===== src/afd_pkg.sv =====
// Shared types and constants of the accelerometer fall detector.
// Used by the controller, the datapath and the top level; depends on nothing.
`timescale 1ns / 1ps

package afd_pkg;

   localparam int WINDOW = 5;
   localparam int IDX_W  = $clog2(WINDOW);
   localparam int LOG_W  = $clog2(WINDOW);

   localparam int AXIS_W = 16;
   localparam int MAG_W  = 24;
   localparam int SQ_W   = 32;
   localparam int RAD_W  = 2 * MAG_W;
   localparam int REM_W  = MAG_W + 2;
   localparam int SQRT_STEPS = MAG_W;
   localparam int STEP_W = $clog2(SQRT_STEPS);

   localparam int S_W    = MAG_W + LOG_W;
   localparam int Q_W    = 2 * MAG_W + LOG_W;
   localparam int D_W    = 2 * MAG_W + 2 * LOG_W;
   localparam int L2_W   = 16;
   localparam int DL_W   = D_W + L2_W;
   localparam int LO_W   = 32 + L2_W;
   localparam int MUL_W  = 32;
   localparam int PROD_W = 2 * MUL_W;
   localparam int TAN_W  = 24;
   localparam int TILT_W = TAN_W + AXIS_W;

   localparam int CV_W     = 8;
   localparam int SETTLE_W = 16;

   localparam int CSR_ADDR_W = 4;
   localparam logic [1:0] REG_CV_LIMIT     = 2'd0;
   localparam logic [1:0] REG_SETTLE_TICKS = 2'd1;
   localparam logic [1:0] REG_TILT_TANGENT = 2'd2;

   localparam logic [CV_W-1:0]     CV_LIMIT_RST     = 8'd10;
   localparam logic [SETTLE_W-1:0] SETTLE_TICKS_RST = 16'd500;
   localparam logic [TAN_W-1:0]    TILT_TANGENT_RST = 24'd244586;

   localparam logic OPERATION_SAMPLE = 1'b0;
   localparam logic OPERATION_TICK   = 1'b1;

   typedef enum logic [4:0] {
      DP_NONE,
      DP_LOAD,
      DP_MUL_X,
      DP_MUL_Y,
      DP_MUL_Z,
      DP_SQ_ADD,
      DP_SQRT_INIT,
      DP_SQRT_STEP,
      DP_WRITE,
      DP_EV_CLEAR,
      DP_EV_READ,
      DP_EV_MUL,
      DP_EV_ACC,
      DP_S2,
      DP_DIFF,
      DP_PLO,
      DP_PHI,
      DP_SUM,
      DP_CMP,
      DP_TILT_MUL,
      DP_TILT_CMP
   } dp_op_type;

   typedef struct packed {
      dp_op_type        op;
      logic [IDX_W-1:0] idx;
   } dp_cmd_type;

   typedef struct packed {
      logic var_low;
      logic fall;
   } dp_stat_type;

endpackage


===== src/accel_fall_detector.sv =====
// Top level of the accelerometer fall detector: stream ports, register port,
// controller and datapath. Depends on afd_pkg, afd_ctrl and afd_dp.
`timescale 1ns / 1ps

// The block takes accelerometer samples and millisecond ticks on the request
// stream and reports fall decisions on the response stream. A tick is taken in
// the idle state. A sample that fills the window goes through the 24-step
// square root that turns x*x+y*y+z*z into a magnitude with 8 fraction bits.
// The sample that completes the window then runs the variation test, which
// walks the stored magnitudes one at a time through a single shared 32x32
// multiplier. The sample after the settling wait gets the tilt check. Samples
// that arrive while the block waits for the settling ticks are dropped. A
// response is held in an output register, so the block takes the next request
// while a decision waits to be read; a second decision waits until the first
// one is taken.

module accel_fall_detector (
   input  logic        clock,
   input  logic        reset,
   // Request stream.
   input  logic        req_tvalid,
   output logic        req_tready,
   input  logic [47:0] req_tdata,  // accel_x [15:0], accel_y [31:16], accel_z [47:32]
   input  logic [0:0]  req_tuser,  // operation [0]: 0 sample, 1 tick
   // Response stream.
   output logic        rsp_tvalid,
   input  logic        rsp_tready,
   output logic [7:0]  rsp_tdata,  // fall_detected [0], zero fill [7:1]
   output logic [0:0]  rsp_tuser,  // low_variation [0]
   // Register port.
   input  logic                              csr_psel,
   input  logic                              csr_penable,
   input  logic                              csr_pwrite,
   input  logic [afd_pkg::CSR_ADDR_W-1:0]    csr_paddr,
   input  logic [31:0]                       csr_pwdata,
   output logic [31:0]                       csr_prdata,
   output logic                              csr_pready
);

   logic [afd_pkg::CV_W-1:0]     cv_limit_ff;
   logic [afd_pkg::SETTLE_W-1:0] settle_ticks_ff;
   logic [afd_pkg::TAN_W-1:0]    tilt_tangent_ff;
   logic                         csr_write;
   logic [1:0]                   csr_index;
   afd_pkg::dp_cmd_type          cmd;
   afd_pkg::dp_stat_type         stat;
   logic                         rsp_fall;
   logic                         rsp_low;

   // Registers sit on word addresses; the two low address bits are ignored.
   assign csr_pready = 1'b1;
   assign csr_index  = csr_paddr[3:2];
   assign csr_write  = csr_psel & csr_penable & csr_pwrite & csr_pready;

   always_ff @(posedge clock) begin
      if (reset) begin
         cv_limit_ff     <= afd_pkg::CV_LIMIT_RST;
         settle_ticks_ff <= afd_pkg::SETTLE_TICKS_RST;
         tilt_tangent_ff <= afd_pkg::TILT_TANGENT_RST;
      end else if (csr_write) begin
         case (csr_index)
            afd_pkg::REG_CV_LIMIT:     cv_limit_ff     <= csr_pwdata[afd_pkg::CV_W-1:0];
            afd_pkg::REG_SETTLE_TICKS: settle_ticks_ff <= csr_pwdata[afd_pkg::SETTLE_W-1:0];
            afd_pkg::REG_TILT_TANGENT: tilt_tangent_ff <= csr_pwdata[afd_pkg::TAN_W-1:0];
            default: ;
         endcase
      end
   end

   always_comb begin
      case (csr_index)
         afd_pkg::REG_CV_LIMIT:     csr_prdata = 32'(cv_limit_ff);
         afd_pkg::REG_SETTLE_TICKS: csr_prdata = 32'(settle_ticks_ff);
         afd_pkg::REG_TILT_TANGENT: csr_prdata = 32'(tilt_tangent_ff);
         default:                   csr_prdata = '0;
      endcase
   end

   // The controller owns the phase, the tick counter and the response register.
   afd_ctrl u_ctrl (
      .clock        (clock),
      .reset        (reset),
      .req_valid    (req_tvalid),
      .req_op       (req_tuser[0]),
      .req_ready    (req_tready),
      .rsp_valid    (rsp_tvalid),
      .rsp_ready    (rsp_tready),
      .rsp_fall     (rsp_fall),
      .rsp_low      (rsp_low),
      .settle_ticks (settle_ticks_ff),
      .cmd          (cmd),
      .stat         (stat)
   );

   // The datapath holds the window and does all of the sample arithmetic.
   afd_dp u_dp (
      .clock        (clock),
      .cmd          (cmd),
      .req_x        (req_tdata[15:0]),
      .req_y        (req_tdata[31:16]),
      .req_z        (req_tdata[47:32]),
      .cv_limit     (cv_limit_ff),
      .tilt_tangent (tilt_tangent_ff),
      .stat         (stat)
   );

   assign rsp_tdata = {7'b000_0000, rsp_fall};
   assign rsp_tuser = rsp_low;

endmodule


===== src/afd_dp.sv =====
// Datapath of the fall detector: sample squares, bit-serial square root,
// magnitude window, variation test and tilt test. Depends on afd_pkg.
`timescale 1ns / 1ps

module afd_dp (
   input  logic                                clock,
   input  afd_pkg::dp_cmd_type                 cmd,
   input  logic signed [afd_pkg::AXIS_W-1:0]   req_x,
   input  logic signed [afd_pkg::AXIS_W-1:0]   req_y,
   input  logic signed [afd_pkg::AXIS_W-1:0]   req_z,
   input  logic [afd_pkg::CV_W-1:0]            cv_limit,
   input  logic [afd_pkg::TAN_W-1:0]           tilt_tangent,
   output afd_pkg::dp_stat_type                stat
);

   logic signed [afd_pkg::AXIS_W-1:0] ax_ff, ay_ff, az_ff;
   logic [afd_pkg::AXIS_W-1:0]        abs_x, abs_y, abs_z;
   logic [afd_pkg::MUL_W-1:0]         mul_a, mul_b;
   logic [afd_pkg::PROD_W-1:0]        prod_ff;
   logic [afd_pkg::SQ_W-1:0]          sq_ff;
   logic [afd_pkg::RAD_W-1:0]         rad_ff;
   logic [afd_pkg::REM_W-1:0]         rem_ff;
   logic [afd_pkg::MAG_W-1:0]         root_ff;
   logic [afd_pkg::REM_W+1:0]         cur_rem;
   logic [afd_pkg::REM_W+1:0]         trial;
   logic [afd_pkg::MAG_W-1:0]         win_mem [afd_pkg::WINDOW];
   logic [afd_pkg::MAG_W-1:0]         rd_ff;
   logic [afd_pkg::S_W-1:0]           s_ff;
   logic [afd_pkg::Q_W-1:0]           q_ff;
   logic [afd_pkg::L2_W-1:0]          l2_ff;
   logic [afd_pkg::D_W-1:0]           d_ff;
   logic [afd_pkg::D_W-1:0]           s2_ff;
   logic [afd_pkg::LO_W-1:0]          lo_ff;
   logic [afd_pkg::DL_W-1:0]          dl_ff;
   logic                              low_ff;
   logic                              fall_ff;
   logic                              mul_en;

   // Magnitudes of the axes; the most negative value maps to 32768.
   assign abs_x = ax_ff[afd_pkg::AXIS_W-1] ? afd_pkg::AXIS_W'(-ax_ff) : afd_pkg::AXIS_W'(ax_ff);
   assign abs_y = ay_ff[afd_pkg::AXIS_W-1] ? afd_pkg::AXIS_W'(-ay_ff) : afd_pkg::AXIS_W'(ay_ff);
   assign abs_z = az_ff[afd_pkg::AXIS_W-1] ? afd_pkg::AXIS_W'(-az_ff) : afd_pkg::AXIS_W'(az_ff);

   // One shared multiplier; its operands depend on the command.
   always_comb begin
      mul_a  = '0;
      mul_b  = '0;
      mul_en = 1'b1;
      case (cmd.op)
         afd_pkg::DP_MUL_X: begin
            mul_a = afd_pkg::MUL_W'(abs_x);
            mul_b = afd_pkg::MUL_W'(abs_x);
         end
         afd_pkg::DP_MUL_Y: begin
            mul_a = afd_pkg::MUL_W'(abs_y);
            mul_b = afd_pkg::MUL_W'(abs_y);
         end
         afd_pkg::DP_MUL_Z: begin
            mul_a = afd_pkg::MUL_W'(abs_z);
            mul_b = afd_pkg::MUL_W'(abs_z);
         end
         afd_pkg::DP_EV_MUL: begin
            mul_a = afd_pkg::MUL_W'(rd_ff);
            mul_b = afd_pkg::MUL_W'(rd_ff);
         end
         afd_pkg::DP_S2: begin
            mul_a = afd_pkg::MUL_W'(s_ff);
            mul_b = afd_pkg::MUL_W'(s_ff);
         end
         afd_pkg::DP_PLO: begin
            mul_a = d_ff[31:0];
            mul_b = afd_pkg::MUL_W'(l2_ff);
         end
         afd_pkg::DP_PHI: begin
            mul_a = afd_pkg::MUL_W'(d_ff[afd_pkg::D_W-1:32]);
            mul_b = afd_pkg::MUL_W'(l2_ff);
         end
         afd_pkg::DP_TILT_MUL: begin
            mul_a = afd_pkg::MUL_W'(tilt_tangent);
            mul_b = afd_pkg::MUL_W'(abs_x);
         end
         default: mul_en = 1'b0;
      endcase
   end

   // One bit of the square root per step, from two bits of the radicand.
   assign cur_rem = {rem_ff, rad_ff[afd_pkg::RAD_W-1 -: 2]};
   assign trial   = (afd_pkg::REM_W+2)'({root_ff, 2'b01});

   always_ff @(posedge clock) begin
      if (mul_en) begin
         prod_ff <= mul_a * mul_b;
      end
      case (cmd.op)
         afd_pkg::DP_LOAD: begin
            ax_ff <= req_x;
            ay_ff <= req_y;
            az_ff <= req_z;
         end
         afd_pkg::DP_MUL_X: sq_ff <= '0;
         afd_pkg::DP_MUL_Y, afd_pkg::DP_MUL_Z, afd_pkg::DP_SQ_ADD: begin
            sq_ff <= sq_ff + prod_ff[afd_pkg::SQ_W-1:0];
         end
         afd_pkg::DP_SQRT_INIT: begin
            rad_ff  <= {sq_ff, 16'h0000};
            rem_ff  <= '0;
            root_ff <= '0;
         end
         afd_pkg::DP_SQRT_STEP: begin
            rad_ff <= {rad_ff[afd_pkg::RAD_W-3:0], 2'b00};
            if (cur_rem >= trial) begin
               rem_ff  <= afd_pkg::REM_W'(cur_rem - trial);
               root_ff <= {root_ff[afd_pkg::MAG_W-2:0], 1'b1};
            end else begin
               rem_ff  <= afd_pkg::REM_W'(cur_rem);
               root_ff <= {root_ff[afd_pkg::MAG_W-2:0], 1'b0};
            end
         end
         afd_pkg::DP_WRITE: win_mem[cmd.idx] <= root_ff;
         afd_pkg::DP_EV_CLEAR: begin
            s_ff  <= '0;
            q_ff  <= '0;
            l2_ff <= afd_pkg::L2_W'(cv_limit) * afd_pkg::L2_W'(cv_limit);
         end
         afd_pkg::DP_EV_READ: rd_ff <= win_mem[cmd.idx];
         afd_pkg::DP_EV_MUL: s_ff <= s_ff + afd_pkg::S_W'(rd_ff);
         afd_pkg::DP_EV_ACC: q_ff <= q_ff + afd_pkg::Q_W'(prod_ff[2*afd_pkg::MAG_W-1:0]);
         afd_pkg::DP_DIFF: begin
            s2_ff <= prod_ff[afd_pkg::D_W-1:0];
            d_ff  <= afd_pkg::D_W'(q_ff) * afd_pkg::D_W'(afd_pkg::WINDOW)
                     - prod_ff[afd_pkg::D_W-1:0];
         end
         afd_pkg::DP_PHI: lo_ff <= prod_ff[afd_pkg::LO_W-1:0];
         afd_pkg::DP_SUM: begin
            dl_ff <= {prod_ff[afd_pkg::DL_W-33:0], 32'h0000_0000}
                     + afd_pkg::DL_W'(lo_ff);
         end
         afd_pkg::DP_CMP: low_ff <= afd_pkg::DL_W'(s2_ff) < dl_ff;
         afd_pkg::DP_TILT_CMP: begin
            // A positive x axis means the horizontal component points the wrong way.
            fall_ff <= (!ax_ff[afd_pkg::AXIS_W-1] && (ax_ff != '0))
                    || (afd_pkg::TILT_W'({abs_y, 16'h0000}) > prod_ff[afd_pkg::TILT_W-1:0])
                    || (afd_pkg::TILT_W'({abs_z, 16'h0000}) > prod_ff[afd_pkg::TILT_W-1:0]);
         end
         default: ;
      endcase
   end

   assign stat.var_low = low_ff;
   assign stat.fall    = fall_ff;

endmodule


===== src/afd_ctrl.sv =====
// Controller of the fall detector: phase tracking, tick counting, datapath
// sequencing and the result register. Depends on afd_pkg.
`timescale 1ns / 1ps

module afd_ctrl (
   input  logic                              clock,
   input  logic                              reset,
   input  logic                              req_valid,
   input  logic                              req_op,
   output logic                              req_ready,
   output logic                              rsp_valid,
   input  logic                              rsp_ready,
   output logic                              rsp_fall,
   output logic                              rsp_low,
   input  logic [afd_pkg::SETTLE_W-1:0]      settle_ticks,
   output afd_pkg::dp_cmd_type               cmd,
   input  afd_pkg::dp_stat_type              stat
);

   typedef enum logic [1:0] {
      PH_COLLECT,
      PH_WAIT,
      PH_CHECK
   } phase_type;

   typedef enum logic [4:0] {
      S_IDLE, S_MX, S_MY, S_MZ, S_SQADD, S_SQINIT, S_SQRT, S_WRITE,
      S_EVCLR, S_RD, S_MUL, S_ACC, S_S2, S_DIFF, S_PLO, S_PHI, S_SUM,
      S_CMP, S_DEC, S_TMUL, S_TCMP, S_EMIT
   } state_type;

   localparam logic [afd_pkg::IDX_W-1:0]  LAST_IDX  = afd_pkg::IDX_W'(afd_pkg::WINDOW - 1);
   localparam logic [afd_pkg::STEP_W-1:0] LAST_STEP = afd_pkg::STEP_W'(afd_pkg::SQRT_STEPS - 1);

   state_type                       state_ff;
   phase_type                       phase_ff;
   logic [afd_pkg::IDX_W-1:0]       cnt_ff;
   logic [afd_pkg::IDX_W-1:0]       ev_ff;
   logic [afd_pkg::STEP_W-1:0]      step_ff;
   logic [afd_pkg::SETTLE_W-1:0]    wait_ff;
   logic [afd_pkg::SETTLE_W-1:0]    wait_cnt_in;
   logic                            emit_low_ff;
   logic                            rsp_valid_ff;
   logic                            rsp_fall_ff;
   logic                            rsp_low_ff;

   assign wait_cnt_in = (wait_ff != '1) ? wait_ff + 1'b1 : wait_ff;
   assign req_ready   = (state_ff == S_IDLE);
   assign rsp_valid   = rsp_valid_ff;
   assign rsp_fall    = rsp_fall_ff;
   assign rsp_low     = rsp_low_ff;

   always_comb begin
      cmd.idx = '0;
      case (state_ff)
         S_IDLE:   cmd.op = req_valid ? afd_pkg::DP_LOAD : afd_pkg::DP_NONE;
         S_MX:     cmd.op = afd_pkg::DP_MUL_X;
         S_MY:     cmd.op = afd_pkg::DP_MUL_Y;
         S_MZ:     cmd.op = afd_pkg::DP_MUL_Z;
         S_SQADD:  cmd.op = afd_pkg::DP_SQ_ADD;
         S_SQINIT: cmd.op = afd_pkg::DP_SQRT_INIT;
         S_SQRT:   cmd.op = afd_pkg::DP_SQRT_STEP;
         S_WRITE: begin
            cmd.op  = afd_pkg::DP_WRITE;
            cmd.idx = cnt_ff;
         end
         S_EVCLR:  cmd.op = afd_pkg::DP_EV_CLEAR;
         S_RD: begin
            cmd.op  = afd_pkg::DP_EV_READ;
            cmd.idx = ev_ff;
         end
         S_MUL:    cmd.op = afd_pkg::DP_EV_MUL;
         S_ACC:    cmd.op = afd_pkg::DP_EV_ACC;
         S_S2:     cmd.op = afd_pkg::DP_S2;
         S_DIFF:   cmd.op = afd_pkg::DP_DIFF;
         S_PLO:    cmd.op = afd_pkg::DP_PLO;
         S_PHI:    cmd.op = afd_pkg::DP_PHI;
         S_SUM:    cmd.op = afd_pkg::DP_SUM;
         S_CMP:    cmd.op = afd_pkg::DP_CMP;
         S_TMUL:   cmd.op = afd_pkg::DP_TILT_MUL;
         S_TCMP:   cmd.op = afd_pkg::DP_TILT_CMP;
         default:  cmd.op = afd_pkg::DP_NONE;
      endcase
   end

   always_ff @(posedge clock) begin
      if (reset) begin
         state_ff     <= S_IDLE;
         phase_ff     <= PH_COLLECT;
         cnt_ff       <= '0;
         ev_ff        <= '0;
         step_ff      <= '0;
         wait_ff      <= '0;
         emit_low_ff  <= 1'b0;
         rsp_valid_ff <= 1'b0;
         rsp_fall_ff  <= 1'b0;
         rsp_low_ff   <= 1'b0;
      end else begin
         if (rsp_valid_ff && rsp_ready && (state_ff != S_EMIT)) begin
            rsp_valid_ff <= 1'b0;
         end
         case (state_ff)
            S_IDLE: begin
               if (req_valid) begin
                  if (req_op == afd_pkg::OPERATION_TICK) begin
                     if (phase_ff == PH_WAIT) begin
                        wait_ff <= wait_cnt_in;
                        if (wait_cnt_in >= settle_ticks) begin
                           phase_ff <= PH_CHECK;
                        end
                     end
                  end else if (phase_ff == PH_COLLECT) begin
                     state_ff <= S_MX;
                  end else if (phase_ff == PH_CHECK) begin
                     state_ff <= S_TMUL;
                  end
               end
            end
            S_MX:     state_ff <= S_MY;
            S_MY:     state_ff <= S_MZ;
            S_MZ:     state_ff <= S_SQADD;
            S_SQADD:  state_ff <= S_SQINIT;
            S_SQINIT: begin
               step_ff  <= '0;
               state_ff <= S_SQRT;
            end
            S_SQRT: begin
               step_ff <= step_ff + 1'b1;
               if (step_ff == LAST_STEP) begin
                  state_ff <= S_WRITE;
               end
            end
            S_WRITE: begin
               if (cnt_ff == LAST_IDX) begin
                  cnt_ff   <= '0;
                  ev_ff    <= '0;
                  state_ff <= S_EVCLR;
               end else begin
                  cnt_ff   <= cnt_ff + 1'b1;
                  state_ff <= S_IDLE;
               end
            end
            S_EVCLR:  state_ff <= S_RD;
            S_RD:     state_ff <= S_MUL;
            S_MUL:    state_ff <= S_ACC;
            S_ACC: begin
               if (ev_ff == LAST_IDX) begin
                  state_ff <= S_S2;
               end else begin
                  ev_ff    <= ev_ff + 1'b1;
                  state_ff <= S_RD;
               end
            end
            S_S2:     state_ff <= S_DIFF;
            S_DIFF:   state_ff <= S_PLO;
            S_PLO:    state_ff <= S_PHI;
            S_PHI:    state_ff <= S_SUM;
            S_SUM:    state_ff <= S_CMP;
            S_CMP:    state_ff <= S_DEC;
            S_DEC: begin
               if (stat.var_low) begin
                  wait_ff  <= '0;
                  phase_ff <= (settle_ticks == '0) ? PH_CHECK : PH_WAIT;
                  state_ff <= S_IDLE;
               end else begin
                  emit_low_ff <= 1'b0;
                  state_ff    <= S_EMIT;
               end
            end
            S_TMUL:   state_ff <= S_TCMP;
            S_TCMP: begin
               emit_low_ff <= 1'b1;
               phase_ff    <= PH_COLLECT;
               cnt_ff      <= '0;
               wait_ff     <= '0;
               state_ff    <= S_EMIT;
            end
            S_EMIT: begin
               if (!rsp_valid_ff || rsp_ready) begin
                  rsp_valid_ff <= 1'b1;
                  rsp_fall_ff  <= emit_low_ff & stat.fall;
                  rsp_low_ff   <= emit_low_ff;
                  state_ff     <= S_IDLE;
               end
            end
            default:  state_ff <= S_IDLE;
         endcase
      end
   end

endmodule


===== config.mk =====
export PLATFORM = sky130hd
export DESIGN_NAME = accel_fall_detector
export DESIGN_NICKNAME = d
export VERILOG_FILES = /design/src/afd_pkg.sv /design/src/accel_fall_detector.sv /design/src/afd_dp.sv /design/src/afd_ctrl.sv
export SDC_FILE = /design/constraint.sdc
export NUM_CORES = 2
export LEC_CHECK = 0
export ABC_AREA = 1
export BUFFER_PORTS_ARGS = -buffer_cell sky130_fd_sc_hd__buf_2
export CAP_MARGIN = 25
export CORE_MARGIN = 4
export CORE_UTILIZATION = 63
export CTS_CLUSTER_DIAMETER = 100
export DETAILED_ROUTE_END_ITERATION = 16
export PLACE_DENSITY = 0.8
export RECOVER_POWER = 25
export SLEW_MARGIN = 0
export SYNTH_ARGS = -nofsm -noshare
export SYNTH_HDL_FRONTEND = slang
export SYNTH_SLANG_ARGS = --single-unit

===== constraint.sdc =====
create_clock -name clock -period 11.9 [get_ports clock]
set_input_delay 1.19 -clock clock [delete_from_list [all_inputs] [get_ports clock]]
set_output_delay 1.19 -clock clock [all_outputs]
set_load 0.03 [all_outputs]

==> results by stage <==
Outcome:
- The flow ran to the end, but the final reports show violations.
- The final reports fail on capacitance limit, slew limit.

Logic synthesis:
- The post-synthesis cell type with the largest combined area is sky130_fd_sc_hd__edfxtp_1.
- Synthesis handed over a netlist of just over 10000 instances.
- Among all flip-flop cells after synthesis, the most frequent one is sky130_fd_sc_hd__edfxtp_1.
- The mean instance size in the synthesized netlist is 7.82 um2.
- Counting distinct cell types in the post-synthesis netlist gives 69.
- After synthesis, the share of flip-flops with an asynchronous set or reset is 0%.
- The register bit count reported by yosys is about 770.
- Sequential cells were found to cover 27.6% of the synthesized design area.
- The mapped cell area is 0.0804 mm2.
- The cell with the most instances after synthesis is sky130_fd_sc_hd__nand2_1.
- The Yosys step of the flow raised 0 warnings.
- After synthesis, the most frequently instantiated cells are 2897 x sky130_fd_sc_hd__nand2_1, 2205 x sky130_fd_sc_hd__inv_1, 986 x sky130_fd_sc_hd__nor2_1, 820 x sky130_fd_sc_hd__fa_1, 681 x sky130_fd_sc_hd__edfxtp_1.
- The number of enable-type register cells in the synthesized netlist is between 600 and 700.
- Summed over its instances, the top area cell type makes up around a quarter of the synthesized netlist area.
- After synthesis, the cell types taking the most area are sky130_fd_sc_hd__edfxtp_1 25%, sky130_fd_sc_hd__fa_1 20%, sky130_fd_sc_hd__nand2_1 14%.

Pwr:
- The design draws approximately 7.9 mW.
- The worst-case IR drop observed on VDD is 0.151 mV.
- The power per standard cell area is slightly above 90 mW/mm2.
- The standby leakage power is around 43 nW.

Detailed routing:
- The detailed router placed 70500 vias in this run.
- Once detail routing completed, the nets flagged for antenna violations numbered 0.
- In the final routed layout, each cell accounts on average for ~23 um.
- Dividing the detail-routed via count by the number of cells gives 5.81.
- The detailed router's first-iteration violation count is about 8300.
- After detailed routing, the number of remaining DRC violations is 0.
- For this run, the detailed router's first-pass iteration total came to 7.
- After detailed routing, the total wire length is 274 mm.

Critical path:
- Of all nets on the critical path, the largest fanout is 36.
- The slowest stage of the critical path belongs to the cell sky130_fd_sc_hd__nor2_1.
- For the worst setup path, the data required time is 12.36 ns.
- The critical path class is reg2reg.
- For the worst setup path, the data arrival time is roughly 11 ns.
- The buffer and inverter count on the worst path is 10.
- The category of the worst setup path capture point is a flip-flop.
- The cell family with the largest share of critical-path delay is adder cells.
- The startpoint class of the critical path is a flip-flop.
- For this run, the slowest stage of the critical path takes ~0.77 ns.

Timing:
- Across the routed clock network, the largest skew measured is just under 0.06 ns.
- The final critical path time including I/O delays and setup is 10.22 ns.
- The total count of max-transition violations in the final report is 79.
- The count of final setup violators is 0.
- At the pin with the least slew margin, the transition time is 2.59 ns.
- The worst path uses between 80% and 90% of the clock period.
- Setup repair after global routing left no endpoint under its margin.
- The final count of hold timing violations came to 0.
- The minimum hold slack is between 0.3 and 0.4 ns.
- The post-route setup TNS is 0 ns.
- Derived from the worst setup path, the maximum achievable clock frequency is roughly 98 MHz.
- The relative slew slack is -72.6%.

Min path:
- The min-delay analysis places its worst path in the category reg2reg.

CTS:
- The number of gates resized after CTS is 0.
- After clock tree synthesis, the clock-pin slew on the worst setup and hold paths is approximately 0.060 ns.
- The quantity of hold-fixing buffers added after cts is 0.
- The maximum level of the CTS H-tree is 3.
- Counting every sink on the clock net gives between 700 and 800.
- The worst-skew pair later-pin latency is 0.73 ns.
- The maximum count of clock buffers along a single path is 3.
- The root buffer cell is sky130_fd_sc_hd__clkbuf_16.
- TritonCTS built the clock tree.
- In this run the post-CTS setup repair buffer count came out at 0.
- The CTS buffer count is 85.

Place:
- Summing all placed instances gives a cell area of 0.0827 mm2.
- The cell count after placement is between 10000 and 15000.
- During placement, the flow inserted port buffers numbering approximately 110.
- After legalization and detailed placement, the total HPWL measured 217 mm.
- The congestion estimate from routability-driven global placement came to 1.07.

Global route:
- The number of antenna violations at the first check in global routing came to 9.
- The wire length of the first global-routing pass is a little over 400 mm.
- In the global route stage, overall resource usage came out at between 40% and 50%.
- The global-route layer with the greatest usage is met2.
- Summed over all layers, the global routing overflow is 0.
- The global-route track usage on met3 is 11.0%.
- The met1 track demand over resource in global routing is 51.8%.
- Entering global routing, the biggest net connects 73 pins.
- The number of global-route vias before repair is around 71000.
- The met2 routing resource usage after global routing is 63.9%.

Final layout:
- The non-filler instance count after layout is 12100.
- The area growth from synthesis to final layout is 6.41%.
- The net count reported at finish is 11900.
- The post-route netlist has 4.18% of its cells at a drive strength greater than 1.
- The summed area of non-filler cells in the final layout is 0.0856 mm2.

Floorplan:
- The vertical extent of the die is 365 um.
- The floorplan step defined a die boundary enclosing between 0.1 and 0.15 mm2.
- The I/O pin count is 136.
- The die width is 365 um.
- The number of placement rows is 130.
- The initial core utilization is between 60 and 70%.
- The area inside the core boundary is between 0.1 and 0.15 mm2.

Flow run:
- Max-cap violations in this run came to 2.
per-layer routing:
metal / up-vias / wire, um / part of all wire [%]
met3: 989 / 32200 / 12
met1: 33400 / 101000 / 37
met5: - / 124 / 0.045
met2: 4232 / 121000 / 44
met4: 6 / 19900 / 7.3
li1: 31800 / - / -
worst reg2reg max path, delay by kind of cell, from the launching register on:
kind / cells / cell delay [ns]
AOI/OAI and AO/OA: 1 / 0.14
DFF: 1 / 0.58
adders and majority gates: 8 / 4.11
buffers and inverters: 10 / 1.37
and+or+nand+nor: 12 / 3.78
worst paths after layout:
path	from	end	slack (ns)	cells past startpoint
setup / recovery	u_ctrl.state_ff[4]$_SDFFE_PP0P_	u_dp.prod_ff[44]$_DFFE_PN_	1.68	31
hold / removal	u_dp.lo_ff[18]$_DFFE_PN_	u_dp.dl_ff[18]$_DFFE_PN_	0.40	0
setup reg to reg	u_ctrl.state_ff[4]$_SDFFE_PP0P_	u_dp.prod_ff[44]$_DFFE_PN_	1.68	31
hold reg to reg	u_dp.lo_ff[18]$_DFFE_PN_	u_dp.dl_ff[18]$_DFFE_PN_	0.40	0
cells by family (layout without fill, tap and decap cells):
group                      Yosys count  in the layout  share of synthesized area [%]
adders and majority gates         1379           1379                           29.1
and+or+nand+nor                   4560           4560                           23.0
AOI/OAI and AO/OA                  924            924                           6.41
DFF                                767            767                           27.6
muxes                                1              1                         0.0140
xor gates and xnor gates           155            155                           1.69
other                                2             68                        0.00934
buffers and inverters             2487           2619                           12.2
cells in the final DEF (no fill, tap or decap), drive strengths merged, types with 5 or more instances in the layout:
master,n
nand2,2913
inv,2260
nor2,1025
fa,820
edfxtp,681
ha,559
a21oi,445
nand3,360
o21ai,313
buf,151
clkbuf,148
xor2,109
nand4,108
dfxtp,86
nor3,82
conb,61
clkinv,49
xnor2,46
o211ai,34
o21bai,29
o21a,26
nor4,25
nand3b,24
a21o,22
o22ai,22
a21boi,9
and3,8
diode,7
o221ai,7
bufinv,7
a211oi,5
metrics by stage:
step	setup WS (ns)	utilization, %
floorplan	3.28	-
global placement	2.41	65.5
detailed placement	2.28	65.5
CTS	2.22	67.8
global route	1.50	67.8
finish	1.68	67.8
state kept, by name, summed over array words and instances (netlist names), 24 cells and up:
register         cells
u_dp.prod_ff        54
u_dp.root_ff        24
u_dp.lo_ff          48
u_dp.rad_ff         32
u_dp.s2_ff          54
u_dp.dl_ff          70
u_dp.s_ff           27
tilt_tangent_ff     24
u_dp.sq_ff          32
u_dp.win_mem       120
u_dp.rd_ff          24
u_dp.rem_ff         26
u_dp.d_ff           54
u_dp.q_ff           51
power by group:
part	internal [mW]	leakage (nW)	switching, mW	total (mW)
registers	3.01	7.17	0.0689	3.08
logic	0.620	34.6	1.50	2.12
clock network	1.53	1.42	1.20	2.73
final cells by class:
cell class | count | area [um2]
Multi-Input combinational cell | 7080 | 48700
Clock inverter | 59 | 641
Sequential cell | 767 | 22200
Inverter | 2261 | 8500
Fill cell | 10400 | 40700
Clock buffer | 101 | 2250
Antenna cell | 7 | 17.5
Timing Repair Buffer | 198 | 1190
Tap cell | 1650 | 2060
(Power assumes the default switching activity.)
